File: src/rtl/kcld_pkg.sv
// Shared types and codes for the key click / long-press detector.
`timescale 1ns / 1ps

package kcld_pkg;

    localparam int CFG_INDEX_W = 3;
    localparam int CFG_DATA_W  = 16;
    localparam int FILT_W      = 10;   // holds 2*255 + 255

    // Configuration register indexes
    localparam logic [CFG_INDEX_W-1:0] REG_MODE_MASK     = 3'd0;
    localparam logic [CFG_INDEX_W-1:0] REG_REPEAT_PERIOD = 3'd1;
    localparam logic [CFG_INDEX_W-1:0] REG_LONG_TIME     = 3'd2;
    localparam logic [CFG_INDEX_W-1:0] REG_FILTER_TIME   = 3'd3;
    localparam logic [CFG_INDEX_W-1:0] REG_MULTI_WINDOW  = 3'd4;

    // Mode mask bits
    localparam int MB_CLICK_BIT  = 0;
    localparam int MB_DOUBLE_BIT = 1;
    localparam int MB_LONG_BIT   = 2;
    localparam int MB_REPEAT_BIT = 3;

    localparam logic [7:0] FILTER_TIME_RST  = 8'd30;
    localparam logic [15:0] MULTI_WINDOW_RST = 16'd250;
    localparam logic [7:0] CLICK_MAX        = 8'd255;

    typedef enum logic [2:0] {
        EV_CLICK   = 3'd0,
        EV_MULTI   = 3'd1,
        EV_LONG    = 3'd2,
        EV_REPEAT  = 3'd3,
        EV_RELEASE = 3'd4
    } event_t;

    typedef enum logic [6:0] {
        PM_RELEASED = 7'b0000001,
        PM_SD       = 7'b0000010,
        PM_D        = 7'b0000100,
        PM_S        = 7'b0001000,
        PM_LR       = 7'b0010000,
        PM_L        = 7'b0100000,
        PM_R        = 7'b1000000
    } press_mode_t;

    typedef struct packed {
        logic [3:0]  mode_mask;
        logic [15:0] repeat_period;
        logic [15:0] long_press_time;
        logic [7:0]  filter_time;
        logic [15:0] multi_click_window;
    } cfg_t;

    typedef struct packed {
        logic pressed;
        logic released;
    } act_t;

endpackage

File: src/rtl/key_click_longpress_detector.sv
// Top level of the single-key click / multi-click / long-press detector.
//
//  channel  | signals                          | direction
//  ---------+----------------------------------+----------
//  in       | in_valid, in_stall, key_down,    | beat in
//           | tick_ms                          |
//  out      | out_valid, out_stall, event_code,| beat out
//           | click_total                      |
//  cfg      | cfg_we, cfg_index, cfg_data      | write only
//
// One scan tick per cycle while in_stall is low; a tick's event passes through
// the input register, then the result register.
// The debounce filter and press-mode state update in the cycle a tick moves
// from the input register into the result stage.
// in_stall rises only while the result register is full and stalled.
// Reset clears the valid flags, filter and press-mode state and loads the register defaults.
`timescale 1ns / 1ps

module key_click_longpress_detector
    import kcld_pkg::*;
#(
    parameter int TIME_BITS = 16
)
(
    input  logic                   clk,
    input  logic                   rst_n,
    input  logic                   in_valid,
    output logic                   in_stall,
    input  logic                   key_down,
    input  logic [7:0]             tick_ms,
    output logic                   out_valid,
    input  logic                   out_stall,
    output logic [2:0]             event_code,
    output logic [7:0]             click_total,
    input  logic                   cfg_we,
    input  logic [CFG_INDEX_W-1:0] cfg_index,
    input  logic [CFG_DATA_W-1:0]  cfg_data
);

    cfg_t       cfg_reg;
    logic       s1_valid_reg;
    logic       s1_down_reg;
    logic [7:0] s1_tick_reg;
    logic       out_valid_reg;
    event_t     event_reg;
    logic [7:0] total_reg;

    logic       advance;
    logic       fire;
    logic       in_take;
    act_t       act;
    logic       ev_valid;
    event_t     ev_code;
    logic [7:0] ev_count;

    assign advance  = !out_valid_reg || !out_stall;
    assign fire     = s1_valid_reg && advance;
    assign in_stall = s1_valid_reg && !advance;
    assign in_take  = in_valid && !in_stall;

    always_ff @(posedge clk or negedge rst_n)
    begin
        if (!rst_n)
        begin
            cfg_reg.mode_mask          <= '0;
            cfg_reg.repeat_period      <= '0;
            cfg_reg.long_press_time    <= '0;
            cfg_reg.filter_time        <= FILTER_TIME_RST;
            cfg_reg.multi_click_window <= MULTI_WINDOW_RST;
        end
        else if (cfg_we)
        begin
            unique case (cfg_index)
                REG_MODE_MASK:     cfg_reg.mode_mask          <= cfg_data[3:0];
                REG_REPEAT_PERIOD: cfg_reg.repeat_period      <= cfg_data;
                REG_LONG_TIME:     cfg_reg.long_press_time    <= cfg_data;
                REG_FILTER_TIME:   cfg_reg.filter_time        <= cfg_data[7:0];
                REG_MULTI_WINDOW:  cfg_reg.multi_click_window <= cfg_data;
                default: ;
            endcase
        end
    end

    // Input register: load whenever the slot is free or being drained
    always_ff @(posedge clk or negedge rst_n)
    begin
        if (!rst_n)
            s1_valid_reg <= 1'b0;
        else if (!in_stall)
            s1_valid_reg <= in_valid;
    end

    always_ff @(posedge clk)
    begin
        if (in_take)
        begin
            s1_down_reg <= key_down;
            s1_tick_reg <= tick_ms;
        end
    end

    kcld_filter u_filter (
        .clk         (clk),
        .rst_n       (rst_n),
        .fire        (fire),
        .key_down    (s1_down_reg),
        .tick_ms     (s1_tick_reg),
        .filter_time (cfg_reg.filter_time),
        .act         (act)
    );

    kcld_press #(
        .TIME_BITS (TIME_BITS)
    ) u_press (
        .clk      (clk),
        .rst_n    (rst_n),
        .fire     (fire),
        .act      (act),
        .tick_ms  (s1_tick_reg),
        .cfg      (cfg_reg),
        .ev_valid (ev_valid),
        .ev_code  (ev_code),
        .ev_count (ev_count)
    );

    // Result register: load whenever the slot is free or being drained
    always_ff @(posedge clk or negedge rst_n)
    begin
        if (!rst_n)
            out_valid_reg <= 1'b0;
        else if (advance)
            out_valid_reg <= s1_valid_reg && ev_valid;
    end

    always_ff @(posedge clk)
    begin
        if (fire && ev_valid)
        begin
            event_reg <= ev_code;
            total_reg <= ev_count;
        end
    end

    assign out_valid   = out_valid_reg;
    assign event_code  = event_reg;
    assign click_total = total_reg;

endmodule

File: src/rtl/kcld_filter.sv
// Time-based debounce filter: decides which level action a scan tick runs.
`timescale 1ns / 1ps

module kcld_filter
    import kcld_pkg::*;
(
    input  logic       clk,
    input  logic       rst_n,
    input  logic       fire,
    input  logic       key_down,
    input  logic [7:0] tick_ms,
    input  logic [7:0] filter_time,
    output act_t       act
);

    logic [FILT_W-1:0] filt_reg;
    logic [FILT_W-1:0] filt_next;
    logic [FILT_W-1:0] f_one;
    logic [FILT_W-1:0] f_two;
    logic [FILT_W-1:0] t_ext;

    assign f_one = FILT_W'(filter_time);
    assign f_two = FILT_W'({filter_time, 1'b0});
    assign t_ext = FILT_W'(tick_ms);

    always_comb
    begin
        filt_next    = filt_reg;
        act.pressed  = 1'b0;
        act.released = 1'b0;
        if (key_down)
        begin
            priority if (filt_reg < f_one)
                filt_next = f_one;
            else if (filt_reg < f_two)
                filt_next = filt_reg + t_ext;
            else
                act.pressed = 1'b1;
        end
        else
        begin
            priority if (filt_reg > f_one)
                filt_next = f_one;
            else if (filt_reg != '0)
                filt_next = (filt_reg >= t_ext) ? filt_reg - t_ext : '0;
            else
                act.released = 1'b1;
        end
    end

    always_ff @(posedge clk or negedge rst_n)
    begin
        if (!rst_n)
            filt_reg <= '0;
        else if (fire)
            filt_reg <= filt_next;
    end

endmodule

File: src/rtl/kcld_press.sv
// Press-mode state machine with hold, repeat and gap timers.
`timescale 1ns / 1ps

module kcld_press
    import kcld_pkg::*;
#(
    parameter int TIME_BITS = 16
)
(
    input  logic       clk,
    input  logic       rst_n,
    input  logic       fire,
    input  act_t       act,
    input  logic [7:0] tick_ms,
    input  cfg_t       cfg,
    output logic       ev_valid,
    output event_t     ev_code,
    output logic [7:0] ev_count
);

    localparam int TW = TIME_BITS + 1;
    localparam int CW = (TW > 16) ? TW : 16;

    press_mode_t   mode_reg,   mode_next;
    logic          level_reg,  level_next;
    logic [TW-1:0] hold_reg,   hold_next;
    logic [TW-1:0] rep_reg,    rep_next;
    logic [TW-1:0] gap_reg,    gap_next;
    logic [7:0]    clicks_reg, clicks_next;

    logic [TW:0]   hold_sum, rep_sum, gap_sum;
    logic [TW-1:0] hold_add, rep_add, gap_add;
    logic [7:0]    clicks_inc;
    logic          lp, rp, ck, dc;
    logic          hold_short, hold_reached, rep_reached, gap_reached;

    assign ck = cfg.mode_mask[MB_CLICK_BIT];
    assign dc = cfg.mode_mask[MB_DOUBLE_BIT];
    assign lp = cfg.mode_mask[MB_LONG_BIT];
    assign rp = cfg.mode_mask[MB_REPEAT_BIT];

    // Saturating timer adds
    assign hold_sum = {1'b0, hold_reg} + (TW + 1)'(tick_ms);
    assign rep_sum  = {1'b0, rep_reg}  + (TW + 1)'(tick_ms);
    assign gap_sum  = {1'b0, gap_reg}  + (TW + 1)'(tick_ms);
    assign hold_add = hold_sum[TW] ? '1 : hold_sum[TW-1:0];
    assign rep_add  = rep_sum[TW]  ? '1 : rep_sum[TW-1:0];
    assign gap_add  = gap_sum[TW]  ? '1 : gap_sum[TW-1:0];

    assign hold_short   = CW'(hold_reg) < CW'(cfg.long_press_time);
    assign hold_reached = CW'(hold_add) >= CW'(cfg.long_press_time);
    assign rep_reached  = CW'(rep_add)  >= CW'(cfg.repeat_period);
    assign gap_reached  = CW'(gap_add)  >= CW'(cfg.multi_click_window);

    assign clicks_inc = (clicks_reg == CLICK_MAX) ? clicks_reg : clicks_reg + 8'd1;

    always_comb
    begin
        mode_next   = mode_reg;
        level_next  = level_reg;
        hold_next   = hold_reg;
        rep_next    = rep_reg;
        gap_next    = gap_reg;
        clicks_next = clicks_reg;
        ev_valid    = 1'b0;
        ev_code     = EV_CLICK;
        ev_count    = clicks_reg;

        if (act.pressed)
        begin
            if (!level_reg)
            begin
                // debounced press edge
                level_next = 1'b1;
                if (mode_reg == PM_RELEASED)
                begin
                    clicks_next = 8'd1;
                    gap_next    = '0;
                    hold_next   = '0;
                    rep_next    = '0;
                    priority if (ck && dc)
                        mode_next = PM_SD;
                    else if (ck)
                    begin
                        mode_next = PM_S;
                        if (!lp && !rp)
                        begin
                            ev_valid = 1'b1;
                            ev_code  = EV_CLICK;
                            ev_count = 8'd1;
                        end
                    end
                    else if (dc)
                        mode_next = PM_D;
                    else
                        mode_next = PM_RELEASED;
                end
                else if (mode_reg == PM_SD || mode_reg == PM_D)
                begin
                    gap_next    = '0;
                    clicks_next = clicks_inc;
                end
            end
            else
            begin
                // key held
                priority if (lp && rp)
                begin
                    if (hold_short)
                    begin
                        hold_next = hold_add;
                        if (hold_reached)
                        begin
                            rep_next  = '0;
                            mode_next = PM_LR;
                        end
                    end
                    else if (rep_reached)
                    begin
                        rep_next    = '0;
                        mode_next   = PM_LR;
                        clicks_next = clicks_inc;
                        ev_valid    = 1'b1;
                        ev_code     = EV_REPEAT;
                    end
                    else
                        rep_next = rep_add;
                end
                else if (lp)
                begin
                    if (hold_short)
                    begin
                        hold_next = hold_add;
                        if (hold_reached)
                        begin
                            mode_next = PM_L;
                            ev_valid  = 1'b1;
                            ev_code   = EV_LONG;
                        end
                    end
                end
                else if (rp)
                begin
                    if (rep_reached)
                    begin
                        rep_next    = '0;
                        mode_next   = PM_R;
                        clicks_next = clicks_inc;
                        ev_valid    = 1'b1;
                        ev_code     = EV_REPEAT;
                    end
                    else
                        rep_next = rep_add;
                end
                else
                    // no timed action without long press or repeat
                    hold_next = hold_reg;
            end
        end
        else if (act.released)
        begin
            level_next = 1'b0;
            unique case (mode_reg)
                PM_SD, PM_D:
                begin
                    if (gap_reached)
                    begin
                        mode_next   = PM_RELEASED;
                        gap_next    = '0;
                        clicks_next = 8'd0;
                        ev_valid    = 1'b1;
                        ev_code     = (mode_reg == PM_SD && clicks_reg <= 8'd1)
                                      ? EV_CLICK : EV_MULTI;
                    end
                    else
                        gap_next = gap_add;
                end
                PM_S:
                begin
                    mode_next = PM_RELEASED;
                    ev_valid  = 1'b1;
                    ev_code   = (!lp && !rp) ? EV_RELEASE : EV_CLICK;
                end
                PM_LR, PM_L, PM_R:
                begin
                    mode_next = PM_RELEASED;
                    ev_valid  = 1'b1;
                    ev_code   = EV_RELEASE;
                end
                default:
                    mode_next = PM_RELEASED;
            endcase
        end
    end

    always_ff @(posedge clk or negedge rst_n)
    begin
        if (!rst_n)
        begin
            mode_reg   <= PM_RELEASED;
            level_reg  <= 1'b0;
            hold_reg   <= '0;
            rep_reg    <= '0;
            gap_reg    <= '0;
            clicks_reg <= '0;
        end
        else if (fire)
        begin
            mode_reg   <= mode_next;
            level_reg  <= level_next;
            hold_reg   <= hold_next;
            rep_reg    <= rep_next;
            gap_reg    <= gap_next;
            clicks_reg <= clicks_next;
        end
    end

endmodule

File: config.mk
export PLATFORM = sky130hd
export DESIGN_NAME = key_click_longpress_detector
export DESIGN_NICKNAME = d
export VERILOG_FILES = /design/src/rtl/kcld_pkg.sv /design/src/rtl/key_click_longpress_detector.sv /design/src/rtl/kcld_filter.sv /design/src/rtl/kcld_press.sv
export SDC_FILE = /design/constraint.sdc
export NUM_CORES = 1
export LEC_CHECK = 0
export BUFFER_PORTS_ARGS = -buffer_cell sky130_fd_sc_hd__buf_2
export CORE_MARGIN = 1
export CORE_UTILIZATION = 65
export CTS_BUF_LIST = sky130_fd_sc_hd__clkbuf_4 sky130_fd_sc_hd__clkbuf_8
export DETAILED_ROUTE_END_ITERATION = 10
export GPL_TIMING_DRIVEN = 1
export PLACE_DENSITY = 0.85
export SYNTH_ARGS = -nofsm -noshare
export SYNTH_HDL_FRONTEND = slang
export SYNTH_SLANG_ARGS = --single-unit
File: constraint.sdc
create_clock -name clk -period 6.06 [get_ports clk]
set_input_delay 1.212 -clock clk [delete_from_list [all_inputs] [get_ports clk]]
set_output_delay 1.212 -clock clk [all_outputs]
set_load 0.01 [all_outputs]
Word level (Yosys, flattened, before mapping)

Index checks and enable logic that the tools add are counted.

Register bits: 159

Multiplexer cells: 103
Equality and inequality tests: 31
$add $sub $neg: 6
Magnitude comparators: 9
Reduce and logical (&&, ||, !) cells: 39

Operators with widths:

| cell                                                                    | count |
|---|---|
| 17-bit two-way mux                                                      | 22 |
| 8-bit two-way mux                                                       | 19 |
| 7-bit two-way mux                                                       | 17 |
| 10-bit two-way mux                                                      | 6 |
| 17-bit by 8-bit adder with 18-bit output                                | 3 |
| 17-bit by 16-bit greater-or-equal comparator with 1-bit output          | 3 |
| 3-bit two-way mux                                                       | 11 |
| 5-bit inequality test, second input constant                            | 6 |
| 1-bit two-way mux                                                       | 24 |
| 17-bit by 16-bit < comparator with 1-bit output                         | 1 |
| 4-bit inequality test, second input constant                            | 4 |
| 2-bit AND reduction                                                     | 6 |
| 10-bit by 8-bit adder with 10-bit output                                | 1 |
| 10-bit by 8-bit greater-or-equal comparator with 1-bit output           | 1 |
| 10-bit by 8-bit > comparator with 1-bit output                          | 1 |
| 10-bit by 8-bit < comparator with 1-bit output                          | 1 |
| 10-bit by 9-bit < comparator with 1-bit output                          | 1 |
| 10-bit AND reduction                                                    | 1 |
| 10-bit nonzero test                                                     | 1 |
| 10-bit by 8-bit subtractor with 10-bit output                           | 1 |
| 1-bit logical AND                                                       | 9 |
| 3-bit by 1-bit inequality test with 1-bit output, second input constant | 3 |
| 3-bit inequality test, second input constant                            | 3 |
| 3-bit case mux with 3 select lines                                      | 1 |
| other kinds (31)                                                        | 42 |

Longest topological paths before layout

Depth in word-level cells: 10
Mapped depth: 21
Gate-level depth less buffers: 20

Hierarchy

Synthesis repeated with hierarchy kept, for this count alone.

Cells, all modules: 1,207
Area total of the unflattened synthesis: 11,643.7 um^2

Modules (own cells, without submodules):

| module                       | cells each | times used | area an instance (um^2) | seq. area each (um^2) |
|---|---|---|---|---|
| kcld_press                   | 803        | 1          | 6,698.9                 | 1,677.9 |
| key_click_longpress_detector | 162        | 1          | 2,994.1                 | 2,164.6 |
| kcld_filter                  | 242        | 1          | 1,950.6                 | 250.2 |

Worst setup path after synthesis

Ideal clock, no wire load.

Kind: reg2reg
Start point: reg s1_tick_reg[1]
End point: reg total_reg[0] (netlist: click_total[0]) (enable)
Buffers on the path: 1
Arrival: 4.310 ns
Setup slack: 1.375 ns
Stages on the path, launching flop included: 17
Data required time: 5.685 ns
Path through: edfxtp_1 > ha_1 > a211oi_1 > o21bai_1 > a21oi_1 > or3_1 > clkbuf_1 > nand2_1 > ha_1 > nand3_1 > o21bai_1 > a31o_2 > a211oi_1 > nor4_4 > or4b_1 > a21boi_1 > a31oi_2

Word-level cells in the longest chain between the ends: 10
Elaborated cells on any way between the ends: 22
Those cells by class: add/sub (3); order compare (3); mux (15); reduce/logical (1)

Ends and longest elaborated chain:

| element                                                                                  | line                                                    | RTL |
|---|---|---|
| from (decl)                                                                              | key_click_longpress_detector.sv:43                      | `logic [7:0] s1_tick_reg;` |
| from (signal assigned)                                                                   | key_click_longpress_detector.sv:98                      | `s1_tick_reg <= tick_ms;` |
| 17-bit by 8-bit adder with 18-bit output, on equally long branches                       | kcld_press.sv:44, kcld_press.sv:43                      |  |
| 17-bit two-way mux, on equally long branches                                             | kcld_press.sv:47, kcld_press.sv:46                      |  |
| 17-bit by 16-bit greater-or-equal comparator with 1-bit output, on equally long branches | kcld_press.sv:52, kcld_press.sv:51                      |  |
| 1-bit two-way mux, on equally long branches                                              | kcld_press.sv:118, kcld_press.sv:144, kcld_press.sv:134 |  |
| 1-bit two-way mux, on equally long branches                                              | kcld_press.sv:142, kcld_press.sv:131                    |  |
| 1-bit two-way mux                                                                        | kcld_press.sv:129                                       | `else if (lp)` |
| 1-bit two-way mux                                                                        | kcld_press.sv:107                                       | `priority if (lp && rp)` |
| 1-bit two-way mux                                                                        | kcld_press.sv:71                                        | `if (!level_reg)` |
| 1-bit two-way mux *                                                                      | kcld_press.sv:69                                        | `if (act.pressed)` |
| 1-bit logical AND *                                                                      | key_click_longpress_detector.sv:137                     | `if (fire && ev_valid)` |
| to (signal assigned)                                                                     | key_click_longpress_detector.sv:140                     | `total_reg <= ev_count;` |
| to (decl)                                                                                | key_click_longpress_detector.sv:46                      | `logic [7:0] total_reg;` |

Mark *: on every way between the ends. The rest lies on a longest branch, timed or not.
A chain may end at the register's enable or synchronous reset.

Worst setup path in the final report

Start point: reg s1_tick_reg[1]
End point: reg u_press.rep_reg[4]

Word-level cells in the longest chain between the ends: 8
Elaborated cells on any way between the ends: 14
Those cells by class: add/sub (2); order compare (2); eq/ne (1); mux (8); reduce/logical (1)

Ends and longest elaborated chain:

| element                                                        | line                                 | RTL |
|---|---|---|
| 17-bit by 8-bit adder with 18-bit output                       | kcld_press.sv:44                     | `assign rep_sum = {1'b0, rep_reg} + (TW + 1)'(tick_ms);` |
| 17-bit two-way mux                                             | kcld_press.sv:47                     | `assign rep_add = rep_sum[TW] ? '1 : rep_sum[TW-1:0];` |
| 17-bit by 16-bit greater-or-equal comparator with 1-bit output | kcld_press.sv:52                     | `assign rep_reached = CW'(rep_add) >= CW'(cfg.repeat_period);` |
| 17-bit two-way mux                                             | kcld_press.sv:118, kcld_press.sv:144 |  |
| 17-bit two-way mux                                             | kcld_press.sv:142                    | `else if (rp)` |
| 17-bit two-way mux                                             | kcld_press.sv:129                    |  |
| 17-bit two-way mux                                             | kcld_press.sv:107                    |  |
| 17-bit two-way mux                                             | kcld_press.sv:71                     |  |
| to (signal assigned)                                           | kcld_press.sv:212                    | `rep_reg <= rep_next;` |
| to (decl)                                                      | kcld_press.sv:27                     | `logic [TW-1:0] rep_reg, rep_next;` |

Parallel ways exist; a longest one is shown, timed or not. The select of a mux whose other input is x is not followed.

==> flow_summary.yaml <==
synth:
  syn_inst: 1208
  synth_cell_type_count: 81
  ys.warnings.count: 0
  synth_nets: 1367
  synth_area_mm2: 0.0110
  synth-seq-area-share_pct: 37.3
  synth_flop_cell: "dfrtp_1"
  ys_seq_elements: 159
  syn_area_per_cell_um2: 9.09
  synth-edff-count: 20
  async_flop_share_pct: 87.4
die:
  die_h_um: 132
  rows: 47
  ios: 46
  floorplan.die_area_mm2: 0.0174
  start_util_pct: 66.5
  core_mm2: 0.0165
  die_w_um: 132
setup_path:
  crit_path_end_kind: "flip-flop"
  worst-endpoint-arrival_ps: 6000
  crit_path_max_incr_delay_ps: 590
  crit_required_ps: 6470
  critical-path-top-delay-family: "compound AO/OA/AOI/OAI gates"
  startpoint_type: "flip-flop"
  worstSetupPathType: "reg2reg"
  cp_max_fo: 17
  cp_slowest_cell: "edfxtp_1"
  path_cells: "ha_1, a211oi_1, o21ai_0, a32oi_1, nor2_1, and2_1, nand3_1, nand2_1, ha_1, a2111o_1, a221oi_1, a21oi_1, a311oi_1, a21oi_1, o21bai_2, and2_0, a31o_2"
  critPathBufInv: 0
pwr:
  leakage_nw: 5.64
  p_per_area_mw_per_mm2: 331
  p_switching_mw: 1.60
  p_comb_share_pct: 42.1
  vdd_drop_max_uv: 202
  power_frac_seq_pct: 36.6
  clkPwrFrac_pct: 21.3
  internal_power_mw: 2.32
  switching_share_pct: 40.9
sta:
  whs_ps: 507
  setup-violations-final: 0
  worst-slew-pin-transition_ps: 1160
  finalWorstSetupSlack_ps: 474
  fin_skew_ps: 11.1
  post-route-period-util_pct: 92.2
  slew_headroom_pct: 22.2
  rsz0062_at_grt: "no"
  setup_tns_ps: 0
  slew_viol_final: 0
  fmax_mhz: 179
  min_period_ps: 5590
  finalHoldViolCount: 0
clocking:
  clock_sinks: 159
  cts-hold-fix-buffers: 0
  root_buffer: "clkbuf_8"
  htreeDepth: 4
  clk_pin_slew_ps: 90
  post_cts_resized: 0
  tritoncts: "done"
  numCtsBuffers: 17
  post_cts_buffers: 0
  clk-insertion-delay-late_ps: 470
  cts_buffer_depth: 2
route:
  routedWlPerCell_um: 18.5
  dr.pass1.iters: 7
  finalWirelength_um: 27400
  vias: 9365
  viasPerCell: 6.34
  ant_nets: 0
  drc_errors: 0
  drt-initial-drc-count: 767
final_layout:
  finalNetCount: 1404
  drive_above_1_share_pct: 12.2
  fin_util_pct: 71.6
  final_area_mm2: 0.0118
  antenna_cells: 0
  largest_reg_flops: 60
  syn_to_final_growth_pct: 7.74
placement:
  placed_area_mm2: 0.0114
  portBuffers: 45
  dpl_worst_slack_ps: 624
  hpwl_um: 20300
  gp_congestion: 0.917
grt:
  first_global_vias: 9092
  grt_pass1_wl_um: 45300
  grt_use_total_pct: 33.0
  grt-ovfl-total: 0
  antenna_found_initial: 0
  grt_max_degree: 96
job:
  maxCapViolations: 0
hold_path:
  hold_class: "reg2reg"
run_status:
  status: "complete, no violations"
==> power groups by stage <==
| stage | combinational [mW] | clock, mW | sequential (mW) |
|---|---|---|---|
| 5_1_grt | 1.85 | 0.879 | 1.45 |
| 6_report | 1.65 | 0.834 | 1.44 |
| 2_1_floorplan | 1.27 | 0 | 1.37 |
| 4_1_cts | 1.63 | 0.834 | 1.43 |
| 3_3_place_gp | 1.54 | 0 | 1.44 |
| 3_5_place_dp | 1.61 | 0 | 1.45 |
==> stage by stage <==
step | std cells | power (mW)
finish | 1478 | 3.92
global route | 1478 | 4.18
CTS | 1478 | 3.89
detailed placement | 1446 | 3.06
global placement | 1446 | 2.98
floorplan | 1208 | 2.64
==> routing by layer <==
layer  wire length, um  part of all wire [%]  track usage [%]
met1             11700                    43             43.6
met2             13000                    48             53.7
met3              1890                   6.9             5.84
met4               827                   3.0             13.8
met5                 0                     0                0
==> worst paths after layout <==
| path | to | slack, ps | cells after the start | from |
|---|---|---|---|---|
| worst max-delay path | u_press.rep_reg[4] | 470 | 17 | s1_tick_reg[1] |
| worst min-delay path | u_press.gap_reg[0] | 510 | 2 | u_press.gap_reg[0] |
| worst max register to register | u_press.rep_reg[4] | 470 | 17 | s1_tick_reg[1] |
| worst min register to register | u_press.gap_reg[0] | 510 | 2 | u_press.gap_reg[0] |
| max in group asynchronous | u_press.hold_reg[12] | 4170 | 2 | rst_n |
| min in group asynchronous | u_filter.filt_reg[5] | 770 | 1 | rst_n |
==> cell usage in the layout, fill, tap and decap left out, drive strengths merged, types with 19 or more instances in the layout <==
cell    count
dfrtp     128
nand3      47
buf        52
clkbuf     19
inv        99
and2       22
edfxtp     20
ha        121
mux2       25
xnor2      27
nand2     170
a21oi      53
nor2       64
o21ai     110
nor3       24
==> synth_stat cells, drive strengths merged (9+ instances only) <==
cell | n | area share [%]
nand2b | 14 | 0.82
and3 | 10 | 0.57
o21a | 9 | 0.62
edfxtp | 20 | 5.5
o21bai | 15 | 1.1
dfrtp | 128 | 29
a31o | 17 | 1.4
nand3 | 47 | 2.1
clkbuf | 24 | 0.82
a31oi | 11 | 0.68
o21ai | 110 | 5.0
nand4 | 12 | 0.68
buf | 10 | 0.57
a21oi | 53 | 2.5
inv | 93 | 3.2
ha | 121 | 14
nand2 | 170 | 5.8
nor2 | 64 | 2.2
and2 | 22 | 1.3
mux2 | 25 | 2.6
dfstp | 11 | 2.6
nor3 | 24 | 1.2
nor2b | 12 | 0.68
a22o | 15 | 1.2
a21o | 12 | 0.82
a211oi | 15 | 1.0
xnor2 | 27 | 2.2
xor2 | 16 | 1.3
==> worst register-to-register path: stages (launching register included) <==
cell and delay, ps:
edfxtp_1 590, ha_1 410, a211oi_1 390, o21ai_0 190, a32oi_1 380, nor2_1 110, and2_1 220, nand3_1 500
nand2_1 170, ha_1 330, a2111o_1 370, a221oi_1 240, a21oi_1 120, a311oi_1 440, a21oi_1 170, o21bai_2 580
and2_0 220, a31o_2 110
==> final cells by class <==
type | count | area, um2
timing repair buffer | 52 | 284
inverter | 93 | 349
sequential | 159 | 4090
fill | 1258 | 4690
multi-input combinational | 922 | 6420
clock inverter | 13 | 153
tap | 220 | 275
clock buffer | 19 | 255
==> cells by family after synthesis <==
| logic type | Yosys count | synth area share [%] |
|---|---|---|
| AOI/OAI and AO/OA | 313 | 18.9 |
| and+or+nand+nor | 415 | 18.6 |
| adders and majority gates | 126 | 14.7 |
| xor gates and xnor gates | 43 | 3.43 |
| DFF | 159 | 37.3 |
| muxes | 25 | 2.56 |
| buffers and inverters | 127 | 4.57 |
Note: power is estimated with default switching activity, not from simulation.
